### src/rtl/swtc_pkg.sv
// ----------------------------------------------------------------------------
// swtc_pkg
// Types, constants and lookup tables for the square wave tone channel.
// ----------------------------------------------------------------------------
package swtc_pkg;

  typedef enum logic [1:0] {
    REQ_WRITE  = 2'd0,
    REQ_TIMER  = 2'd1,
    REQ_SWEEP  = 2'd2,
    REQ_LENGTH = 2'd3
  } req_kind_t;

  typedef enum logic [1:0] {
    REG_ENV    = 2'd0,
    REG_SWEEP  = 2'd1,
    REG_PLO    = 2'd2,
    REG_PHI    = 2'd3
  } reg_sel_t;

  typedef enum logic {
    CFG_ENABLE = 1'b0,
    CFG_FIRST  = 1'b1
  } cfg_sel_t;

  localparam int unsigned PERIOD_W = 11;
  localparam int unsigned TARGET_W = PERIOD_W + 1;
  localparam logic [7:0] STEP_FIRST = 8'h80;
  localparam logic [PERIOD_W-1:0] PERIOD_MIN = 11'd8;

  function automatic logic [7:0] duty_pattern(input logic [1:0] sel);
    logic [7:0] pat;
    case (sel)
      2'd0:    pat = 8'h40;
      2'd1:    pat = 8'h60;
      2'd2:    pat = 8'h78;
      default: pat = 8'h9F;
    endcase
    return pat;
  endfunction

  function automatic logic [7:0] length_load(input logic [4:0] idx);
    logic [7:0] val;
    case (idx)
      5'd0:    val = 8'd10;
      5'd1:    val = 8'd254;
      5'd2:    val = 8'd20;
      5'd3:    val = 8'd2;
      5'd4:    val = 8'd40;
      5'd5:    val = 8'd4;
      5'd6:    val = 8'd80;
      5'd7:    val = 8'd6;
      5'd8:    val = 8'd160;
      5'd9:    val = 8'd8;
      5'd10:   val = 8'd60;
      5'd11:   val = 8'd10;
      5'd12:   val = 8'd14;
      5'd13:   val = 8'd12;
      5'd14:   val = 8'd26;
      5'd15:   val = 8'd14;
      5'd16:   val = 8'd12;
      5'd17:   val = 8'd16;
      5'd18:   val = 8'd24;
      5'd19:   val = 8'd18;
      5'd20:   val = 8'd48;
      5'd21:   val = 8'd20;
      5'd22:   val = 8'd96;
      5'd23:   val = 8'd22;
      5'd24:   val = 8'd192;
      5'd25:   val = 8'd24;
      5'd26:   val = 8'd72;
      5'd27:   val = 8'd26;
      5'd28:   val = 8'd16;
      5'd29:   val = 8'd28;
      5'd30:   val = 8'd32;
      default: val = 8'd30;
    endcase
    return val;
  endfunction

endpackage

### src/rtl/square_wave_tone_channel.sv
// ----------------------------------------------------------------------------
// square_wave_tone_channel
// Pulse tone channel: register writes, timer ticks, sweep and length clocks.
// ----------------------------------------------------------------------------
//   channel | direction | handshake             | payload
//   in      | sink      | in_valid / in_stall   | req_type, reg_index, write_data
//   out     | source    | out_valid / out_stall | duty_bit .. envelope_restart
//   cfg     | sink      | cfg_write             | cfg_index, cfg_data
//
// One item per cycle while in_stall is low; its result is registered and appears in the cycle after acceptance.
// The channel state and the result register update at the same edge.
// in_stall is high during rst and while a result is held and out_stall is high.
// rst is synchronous and clears the channel state and out_valid, not the result data; no clearing pass is needed.
module square_wave_tone_channel (
  input  logic                          clk,
  input  logic                          rst,
  input  logic                          cfg_write,
  input  logic                          cfg_index,
  input  logic                          cfg_data,
  input  logic                          in_valid,
  output logic                          in_stall,
  input  logic [1:0]                    req_type,
  input  logic [1:0]                    reg_index,
  input  logic [7:0]                    write_data,
  output logic                          out_valid,
  input  logic                          out_stall,
  output logic                          duty_bit,
  output logic                          sweep_muting,
  output logic [7:0]                    length_count,
  output logic [swtc_pkg::PERIOD_W-1:0] timer_period,
  output logic [3:0]                    volume_setting,
  output logic                          constant_volume,
  output logic                          envelope_restart
);
  import swtc_pkg::*;

  logic                channel_enabled;
  logic                first_channel;

  logic [1:0]          duty_select, duty_select_next;
  logic                halt_loop, halt_loop_next;
  logic                const_vol, const_vol_next;
  logic [3:0]          vol_value, vol_value_next;
  logic                start_mark, start_mark_next;
  logic                sweep_on, sweep_on_next;
  logic [3:0]          sweep_reload_value, sweep_reload_value_next;
  logic                sweep_negate, sweep_negate_next;
  logic [2:0]          sweep_shift, sweep_shift_next;
  logic                sweep_reload_pending, sweep_reload_pending_next;
  logic [7:0]          sweep_divider, sweep_divider_next;
  logic [TARGET_W-1:0] target_period, target_period_next;
  logic [PERIOD_W-1:0] period_reload, period_reload_next;
  logic [PERIOD_W-1:0] period_count, period_count_next;
  logic [7:0]          step_position, step_position_next;
  logic                wave_bit, wave_bit_next;
  logic [7:0]          length_remaining, length_remaining_next;

  logic                in_accept;
  logic [PERIOD_W-1:0] change;
  logic [TARGET_W-1:0] target_calc;
  logic [7:0]          div_dec;
  logic                retune;
  logic                mute_next;

  assign in_stall  = rst | (out_valid & out_stall);
  assign in_accept = in_valid & ~in_stall;

  // sweep target from the updated period and sweep settings
  assign change = period_reload_next >> sweep_shift_next;
  always_comb begin
    if (sweep_negate_next) begin
      target_calc = {1'b0, period_reload_next} - {1'b0, change}
                    - {{(TARGET_W-1){1'b0}}, first_channel};
    end else begin
      target_calc = {1'b0, period_reload_next} + {1'b0, change};
    end
  end

  assign div_dec = sweep_divider - 8'd1;
  assign retune  = (sweep_shift != 3'd0) && sweep_on && (period_reload >= PERIOD_MIN)
                   && !target_period[TARGET_W-1];

  always_comb begin
    duty_select_next          = duty_select;
    halt_loop_next            = halt_loop;
    const_vol_next            = const_vol;
    vol_value_next            = vol_value;
    start_mark_next           = start_mark;
    sweep_on_next             = sweep_on;
    sweep_reload_value_next   = sweep_reload_value;
    sweep_negate_next         = sweep_negate;
    sweep_shift_next          = sweep_shift;
    sweep_reload_pending_next = sweep_reload_pending;
    sweep_divider_next        = sweep_divider;
    period_reload_next        = period_reload;
    period_count_next         = period_count;
    step_position_next        = step_position;
    length_remaining_next     = length_remaining;
    unique case (req_kind_t'(req_type))
      REQ_WRITE: begin
        step_position_next = STEP_FIRST;
        unique case (reg_sel_t'(reg_index))
          REG_ENV: begin
            duty_select_next = write_data[7:6];
            halt_loop_next   = write_data[5];
            const_vol_next   = write_data[4];
            vol_value_next   = write_data[3:0];
            start_mark_next  = 1'b1;
          end
          REG_SWEEP: begin
            sweep_on_next             = write_data[7];
            sweep_reload_value_next   = {1'b0, write_data[6:4]} + 4'd1;
            sweep_negate_next         = write_data[3];
            sweep_shift_next          = write_data[2:0];
            sweep_reload_pending_next = 1'b1;
          end
          REG_PLO: begin
            period_reload_next = {period_reload[PERIOD_W-1:8], write_data};
          end
          REG_PHI: begin
            if (channel_enabled) begin
              length_remaining_next = length_load(write_data[7:3]);
            end
            period_reload_next = {write_data[2:0], period_reload[7:0]};
            start_mark_next    = 1'b1;
          end
          default: ;
        endcase
      end
      REQ_TIMER: begin
        if (period_count != '0) begin
          period_count_next = period_count - 1'b1;
        end else begin
          period_count_next  = period_reload;
          step_position_next = {step_position[0], step_position[7:1]};
        end
      end
      REQ_SWEEP: begin
        sweep_divider_next = div_dec;
        if (div_dec == 8'd0) begin
          if (retune) begin
            period_reload_next = target_period[PERIOD_W-1:0];
          end
          sweep_divider_next = {4'd0, sweep_reload_value};
        end
        if (sweep_reload_pending) begin
          sweep_divider_next        = {4'd0, sweep_reload_value};
          sweep_reload_pending_next = 1'b0;
        end
      end
      REQ_LENGTH: begin
        if ((length_remaining != 8'd0) && !halt_loop) begin
          length_remaining_next = length_remaining - 8'd1;
        end
      end
      default: ;
    endcase
  end

  // wave refresh on envelope and high-period writes and on a duty step
  always_comb begin
    wave_bit_next = wave_bit;
    if ((req_type == REQ_WRITE && (reg_index == REG_ENV || reg_index == REG_PHI))
        || (req_type == REQ_TIMER && period_count == '0)) begin
      wave_bit_next = |(duty_pattern(duty_select_next) & step_position_next);
    end
  end

  always_comb begin
    target_period_next = target_period;
    if ((req_type == REQ_TIMER) || (req_type == REQ_WRITE && reg_index == REG_SWEEP)) begin
      target_period_next = target_calc;
    end
  end

  assign mute_next = (period_reload_next < PERIOD_MIN)
                     || (!sweep_negate_next && target_period_next[TARGET_W-1]);

  always_ff @(posedge clk) begin
    if (rst) begin
      channel_enabled <= 1'b0;
      first_channel   <= 1'b1;
    end else if (cfg_write) begin
      unique case (cfg_sel_t'(cfg_index))
        CFG_ENABLE: channel_enabled <= cfg_data;
        CFG_FIRST:  first_channel   <= cfg_data;
        default: ;
      endcase
    end
  end

  always_ff @(posedge clk) begin
    if (rst) begin
      duty_select          <= '0;
      halt_loop            <= 1'b0;
      const_vol            <= 1'b0;
      vol_value            <= '0;
      start_mark           <= 1'b0;
      sweep_on             <= 1'b0;
      sweep_reload_value   <= '0;
      sweep_negate         <= 1'b0;
      sweep_shift          <= '0;
      sweep_reload_pending <= 1'b0;
      sweep_divider        <= '0;
      target_period        <= '0;
      period_reload        <= '0;
      period_count         <= '0;
      step_position        <= STEP_FIRST;
      wave_bit             <= 1'b0;
      length_remaining     <= '0;
    end else if (in_accept) begin
      duty_select          <= duty_select_next;
      halt_loop            <= halt_loop_next;
      const_vol            <= const_vol_next;
      vol_value            <= vol_value_next;
      start_mark           <= start_mark_next;
      sweep_on             <= sweep_on_next;
      sweep_reload_value   <= sweep_reload_value_next;
      sweep_negate         <= sweep_negate_next;
      sweep_shift          <= sweep_shift_next;
      sweep_reload_pending <= sweep_reload_pending_next;
      sweep_divider        <= sweep_divider_next;
      target_period        <= target_period_next;
      period_reload        <= period_reload_next;
      period_count         <= period_count_next;
      step_position        <= step_position_next;
      wave_bit             <= wave_bit_next;
      length_remaining     <= length_remaining_next;
    end
  end

  always_ff @(posedge clk) begin
    if (rst) begin
      out_valid <= 1'b0;
    end else if (in_accept) begin
      out_valid <= 1'b1;
    end else if (!out_stall) begin
      out_valid <= 1'b0;
    end
  end

  always_ff @(posedge clk) begin
    if (in_accept) begin
      duty_bit         <= wave_bit_next;
      sweep_muting     <= mute_next;
      length_count     <= length_remaining_next;
      timer_period     <= period_reload_next;
      volume_setting   <= vol_value_next;
      constant_volume  <= const_vol_next;
      envelope_restart <= start_mark_next;
    end
  end

endmodule

### config.mk
export PLATFORM = sky130hd
export DESIGN_NAME = square_wave_tone_channel
export DESIGN_NICKNAME = d
export VERILOG_FILES = /design/src/rtl/swtc_pkg.sv /design/src/rtl/square_wave_tone_channel.sv
export SDC_FILE = /design/constraint.sdc
export NUM_CORES = 1
export LEC_CHECK = 0
export BUFFER_PORTS_ARGS = -buffer_cell sky130_fd_sc_hd__buf_2
export CAP_MARGIN = 20
export CORE_UTILIZATION = 44
export CTS_BUF_LIST = sky130_fd_sc_hd__clkbuf_16
export DETAILED_ROUTE_END_ITERATION = 12
export PLACE_DENSITY = 0.65
export SLEW_MARGIN = 10
export SYNTH_ARGS = -nofsm -noshare
export SYNTH_HDL_FRONTEND = slang
export SYNTH_SLANG_ARGS = --single-unit
### constraint.sdc
create_clock -name clk -period 9 [get_ports clk]
set_input_delay 1.8 -clock clk [delete_from_list [all_inputs] [get_ports clk]]
set_output_delay 1.8 -clock clk [all_outputs]
set_load 0.01 [all_outputs]
==> impl_metrics.yaml, run 1 <==
yosys:
  dominantRegCellSynth: "dfxtp_1"
  synthTopCellsByArea: "dfxtp_1 (23%), edfxtp_1 (12%), ha_1 (9.2%)"
  netlist_area_um2: 6960
  synth_top_area_cell: "dfxtp_1"
  ys_seq_area_frac: 0.349
  ys_warn_count: 0
  syn_avg_cell_area_um2: 8.22
  synth_cell_types: 76
  syn-num-nets: 920
  synth-edff-count: 27
  synth_top_area_share: 0.233
  ys_seq_elements: 108
  async_reset_ff_frac: 0
  syn_inst: 847
sta:
  layout_min_cycle_time_ns: 6.35
  tns_ns: 0
  relSlewSlack: 0.297
  rsz0062_at_grt: "false"
  fmax_mhz: 157
  period_share: 0.706
  fin_worst_skew_ns: 0.00710
  hold_violations: 0
  slew_viol_final: 0
  setup_violations: 0
  worst_pin_slew_ns: 1.05
clock_network:
  clk_latency_ns: 0.36
  cts_buffers: 9
  cts_tree: "yes"
  cts.sinks: 108
  clockRootBuffer: "clkbuf_16"
  htreeDepth: 3
  post-cts-setup-buffers: 0
  clk_path_buf_depth: 2
  cts-resized-gates: 0
  hold_buffers: 0
  cts.clk_slew.worst_paths_ns: 0.07
cells_and_area:
  antenna_cells: 0
  nets: 948
  mostFrequentLayoutCells: "nor2_1 (115), nand2_1 (91), dfxtp_1 (81), a21oi_1 (68), inv_1 (53)"
  stdcell_count: 1091
  nFillCells: 1533
  syn2layout_area_growth_pct: 9.92
  drive_above_1_share: 0.122
  final_util: 0.500
  final_common_cell: "nor2_1"
floorplan:
  ios: 48
  start_util: 0.455
  dieWidth_um: 128
  coreArea_um2: 15300
  row_count: 45
  die_h_um: 128
  dieArea_um2: 16300
critical_path:
  start_kind: "input port"
  worstPathRequired_ns: 9.27
  crit_end: "target_period[10]"
  rrSetupSlack_ns: 3.34
  cp_max_fo: 15
  worstSetupPathDepth: 22
  arrival_ns: 6.62
  regToRegEndpoint: "target_period[10]"
  worstPathCellList: "buf_2 > inv_1 > ha_1 > inv_1 > nor2_1 > a31oi_2 > a221o_2 > mux2i_1 > mux2_2 > a21boi_0 > fa_1 > inv_1 > fa_1 > o21a_1 > o21a_1 > o21ai_0 > a21oi_1 > o21ai_0 > a21oi_1 > xor2_1 > nand2_1 > a311oi_1"
  regToRegStartpoint: "sweep_divider[0]"
  startpoint: "req_type[0]"
  critical_path.max_stage_delay_ns: 0.45
  rr_worst_depth: 22
  cp_top_family: "compound AO/OA/AOI/OAI gates"
  crit_type: "in -> reg"
  worst-path-buf-inv: 4
  cpMostUsedCell: "inv_1"
  crit_path_end_kind: "flop"
  cp_slowest_cell: "a31oi_2"
power_and_ir_drop:
  power_leakage_nw: 3.06
  peakVddDrop_mv: 0.109
  power_density_nw_per_um2: 174
global_route:
  overflow: 0
  grt_pass1_wl_mm: 30.3
  track_usage: 0.239
  grt_max_degree: 78
  antenna_found_initial: 0
  grt_pass1_vias: 5671
placed_design:
  placed_cells: 1075
  io_buffers: 47
  hpwlAfterDp_mm: 13.6
  gp_congestion: 0.873
run:
  cap_violations: 0
routing:
  vias: 6311
  first_pass_iters: 8
  ant_nets: 0
  drt_iter0_drc: 609
  routedWlPerCell_um: 17.4
  drt-total-wl_mm: 18.9
  drcViolationCount: 0
  vias_per_cell: 5.78
outcome:
  status: "finished, final reports clean"
worst_hold_path:
  hold_path_depth: 2
  hold_class: "reg -> reg"
## cell usage after synthesis, drive strengths merged, types with 8 or more instances
cell,n
a211oi,28
a21oi,68
a221o,9
a22o,9
a22oi,13
a31oi,10
buf,10
clkbuf,28
dfxtp,81
edfxtp,27
ha,51
inv,54
mux2,12
mux2i,19
nand2,91
nand2b,11
nand3,9
nor2,116
nor3,37
nor4,8
o211ai,11
o21ai,43
xnor2,10
## registers in the layout, indices dropped and copies added (netlist names), 3 cells and up
name                cells
target_period          12
step_position           8
sweep_reload_value      4
period_reload          11
volume_setting          4
timer_period           11
length_remaining        8
period_count           11
sweep_shift             3
vol_value               4
sweep_divider           8
length_count            8
## metal layers
| layer | track usage | vias up | part of all wire |
|---|---|---|---|
| met5 | 0 | - | 0 |
| met3 | 0.0384 | 36 | 0.054 |
| met1 | 0.324 | 2962 | 0.45 |
| met4 | 0.107 | 0 | 0.029 |
| li1 | - | 3117 | - |
| met2 | 0.373 | 196 | 0.46 |
## layout make-up
cell class              count  area (um2)  area share
flip-flops and latches    108        2430       0.318
well taps                 211         264      0.0345
repair buffers             55         295      0.0386
multi-input cells         647        4160       0.544
clock buffers               9         225      0.0294
inverters                  54         203      0.0265
clock inverters             7        73.8     0.00964
## cell families after synthesis
family | share of synthesized area
AOI/OAI and AO/OA | 0.225
DFF | 0.349
adders and majority gates | 0.100
muxes | 0.0499
xor gates and xnor gates | 0.0189
buffers and inverters | 0.0543
and+or+nand+nor | 0.202
## worst min-delay path by stage
stage,endpoint,from,slack [ns]
2_1_floorplan,start_mark,start_mark,0.43
6_report,vol_value[1],vol_value[1],0.46
3_3_place_gp,vol_value[1],vol_value[1],0.44
5_1_grt,vol_value[1],vol_value[1],0.47
4_1_cts,vol_value[1],vol_value[1],0.46
3_5_place_dp,vol_value[1],vol_value[1],0.45
## worst register-to-register path, stage by stage, from the launching register on
cell and delay (ns):
dfxtp_1 0.36, inv_1 0.07, ha_1 0.22, or3b_4 0.42, or4_4 0.43, and4_4 0.21
a31oi_2 0.47, a221o_2 0.33, mux2i_1 0.12, mux2_2 0.29, a21boi_0 0.33, fa_1 0.26
inv_1 0.07, fa_1 0.41, o21a_1 0.21, o21a_1 0.18, o21ai_0 0.22, a21oi_1 0.12
o21ai_0 0.24, a21oi_1 0.12, xor2_1 0.15, nand2_1 0.06, a311oi_1 0.26
## power breakdown
part,leakage [nW],switching (mW),internal [mW]
Clock,0.146,0.196,0.218
Combinational,1.99,0.228,0.149
Sequential,0.920,0.0194,0.519
Total,3.06,0.443,0.886
## per-stage QoR
step	hold slack, ns	setup slack, ns	total power [mW]	cell area, um2
after floorplan	0.431	3.21	0.831	6960
after global placement	0.439	2.55	0.920	7360
after detailed placement	0.447	2.40	0.921	7360
after CTS	0.458	2.76	1.34	7650
after global routing	0.473	2.11	1.40	7650
final	0.458	2.65	1.33	7650
No activity file was read; power rests on OpenSTA's default activity.
==> run 2: changes to the inputs <==
==> constraint.sdc (replaced) <==
create_clock -name clk -period 6.3 [get_ports clk]
set_input_delay 1.26 -clock clk [delete_from_list [all_inputs] [get_ports clk]]
set_output_delay 1.26 -clock clk [all_outputs]
set_load 0.01 [all_outputs]
==> impl_metrics.yaml, run 2 (same netlist as run 1, synthesis figures left out) <==
placed_design:
  dpl_cell_area_um2: 7380
  gp_congestion: 0.872
  placed_cells: 1078
  hpwlAfterDp_mm: 13.6
  io_buffers: 47
routing:
  drt-total-wl_mm: 18.7
  drt_iter0_drc: 419
  drcViolationCount: 0
  ant_nets: 0
  routedWlPerCell_um: 17.1
  first_pass_iters: 5
  vias_per_cell: 5.72
  vias: 6257
sta:
  period_share: 0.891
  hold_violations: 0
  setup_violations: 0
  slew_viol_final: 0
  rsz0062_at_grt: "false"
  fmax_mhz: 178
  relSlewSlack: 0.295
  layout_min_cycle_time_ns: 5.62
  tns_ns: 0
  fin_worst_skew_ns: 0.0106
  worst_pin_slew_ns: 1.05
clock_network:
  clockRootBuffer: "clkbuf_16"
  cts_tree: "yes"
  clk_latency_ns: 0.37
  hold_buffers: 0
  post-cts-setup-buffers: 0
  cts.sinks: 108
  htreeDepth: 3
  clk_path_buf_depth: 2
  cts.clk_slew.worst_paths_ns: 0.08
  cts_buffers: 9
  cts-resized-gates: 0
floorplan:
  dieWidth_um: 128
  row_count: 45
  coreArea_um2: 15300
  die_h_um: 128
  dieArea_um2: 16300
  start_util: 0.455
  ios: 48
cells_and_area:
  final_common_cell: "nor2_1"
  drive_above_1_share: 0.123
  mostFrequentLayoutCells: "nor2_1 (115), nand2_1 (91), dfxtp_1 (81), a21oi_1 (68), inv_1 (53)"
  largest_reg_flops: 12
  top_register: "target_period"
  antenna_cells: 0
  syn2layout_area_growth_pct: 10.5
  stdcell_count: 1094
  nets: 951
  final_area_um2: 7700
  final_util: 0.503
critical_path:
  worstPathRequired_ns: 6.58
  regToRegEndpoint: "target_period[10]"
  crit_type: "reg -> reg"
  cp_max_fo: 10
  crit_path_end_kind: "flop"
  regToRegStartpoint: "sweep_divider[0]"
  start_kind: "flop"
  arrival_ns: 5.90
  rrSetupSlack_ns: 0.68
  rr_worst_depth: 22
power_and_ir_drop:
  power_leakage_nw: 3.08
  total_power_mw: 1.92
  peakVddDrop_mv: 0.152
  power_density_nw_per_um2: 249
global_route:
  track_usage: 0.233
  grt_pass1_wl_mm: 29.8
  overflow: 0
  antenna_found_initial: 1
  grt_pass1_vias: 5711
  grt_max_degree: 54
run:
  cap_violations: 0
worst_hold_path:
  hold_path_depth: 2
  worstHoldEndpoint: "duty_select[1]"
  hold_class: "reg -> reg"
  hp-start: "duty_select[1]"
outcome:
  status: "finished, final reports clean"
run 2: cell types whose count changed in the layout (fill, tap and decap cells not counted):
cell	previous run	this run
clkinv_1	0	1
clkinv_4	1	2
inv_8	0	1
clkbuf_16	9	10
buf_4	8	11
clkinv_2	2	0
inv_6	2	0
run 2: worst max path at each step:
stage	from	end	slack, ns	depth (start not counted)
after floorplan	req_type[0]	target_period[10]	1.05	19
after global placement	reg_index[0]	target_period[10]	0.64	20
after detailed placement	req_type[0]	target_period[10]	0.57	21
after CTS	sweep_divider[0]	target_period[10]	0.75	22
after global routing	sweep_divider[0]	target_period[10]	0.24	22
final	sweep_divider[0]	target_period[10]	0.68	22
run 2: routing by layer:
layer	part of all wire	global-route usage	vias to the layer above
met5	0.00064	0	-
met4	0.024	0.0955	2
met3	0.048	0.0451	33
met2	0.47	0.382	156
met1	0.46	0.301	2960
li1	-	-	3106
run 2: through the flow:
step	worst slack (ns)	hold slack [ns]
after floorplan	1.05	0.431
after global placement	0.637	0.440
after detailed placement	0.565	0.447
after CTS	0.751	0.457
after global routing	0.241	0.467
final	0.684	0.456
run 2: power breakdown:
part / internal [mW] / total [mW] / switching (mW) / leakage (nW)
clock network: 0.335 / 0.610 / 0.274 / 0.153
logic: 0.215 / 0.542 / 0.327 / 2.01
registers: 0.742 / 0.769 / 0.0269 / 0.920
run 2: critical path, stage by stage, from the launching register on:
cell,delay (ns)
dfxtp_1,0.36
inv_1,0.08
ha_1,0.22
or3b_4,0.42
or4_4,0.43
and4_4,0.21
a31oi_2,0.48
a221o_2,0.35
mux2i_1,0.11
mux2_2,0.29
a21boi_0,0.33
fa_1,0.24
inv_1,0.07
fa_1,0.42
o21a_1,0.21
o21a_1,0.17
o21ai_0,0.21
a21oi_1,0.11
o21ai_0,0.25
a21oi_1,0.12
xor2_1,0.14
nand2_1,0.06
a311oi_1,0.25
run 2: area by class of cell:
type / count / area [um2]
Clock buffer: 10 / 250
Clock inverter: 6 / 70.1
Fill cell: 1522 / 7620
Inverter: 54 / 203
Multi-Input combinational cell: 647 / 4160
Sequential cell: 108 / 2430
Tap cell: 211 / 264
Timing Repair Buffer: 58 / 318
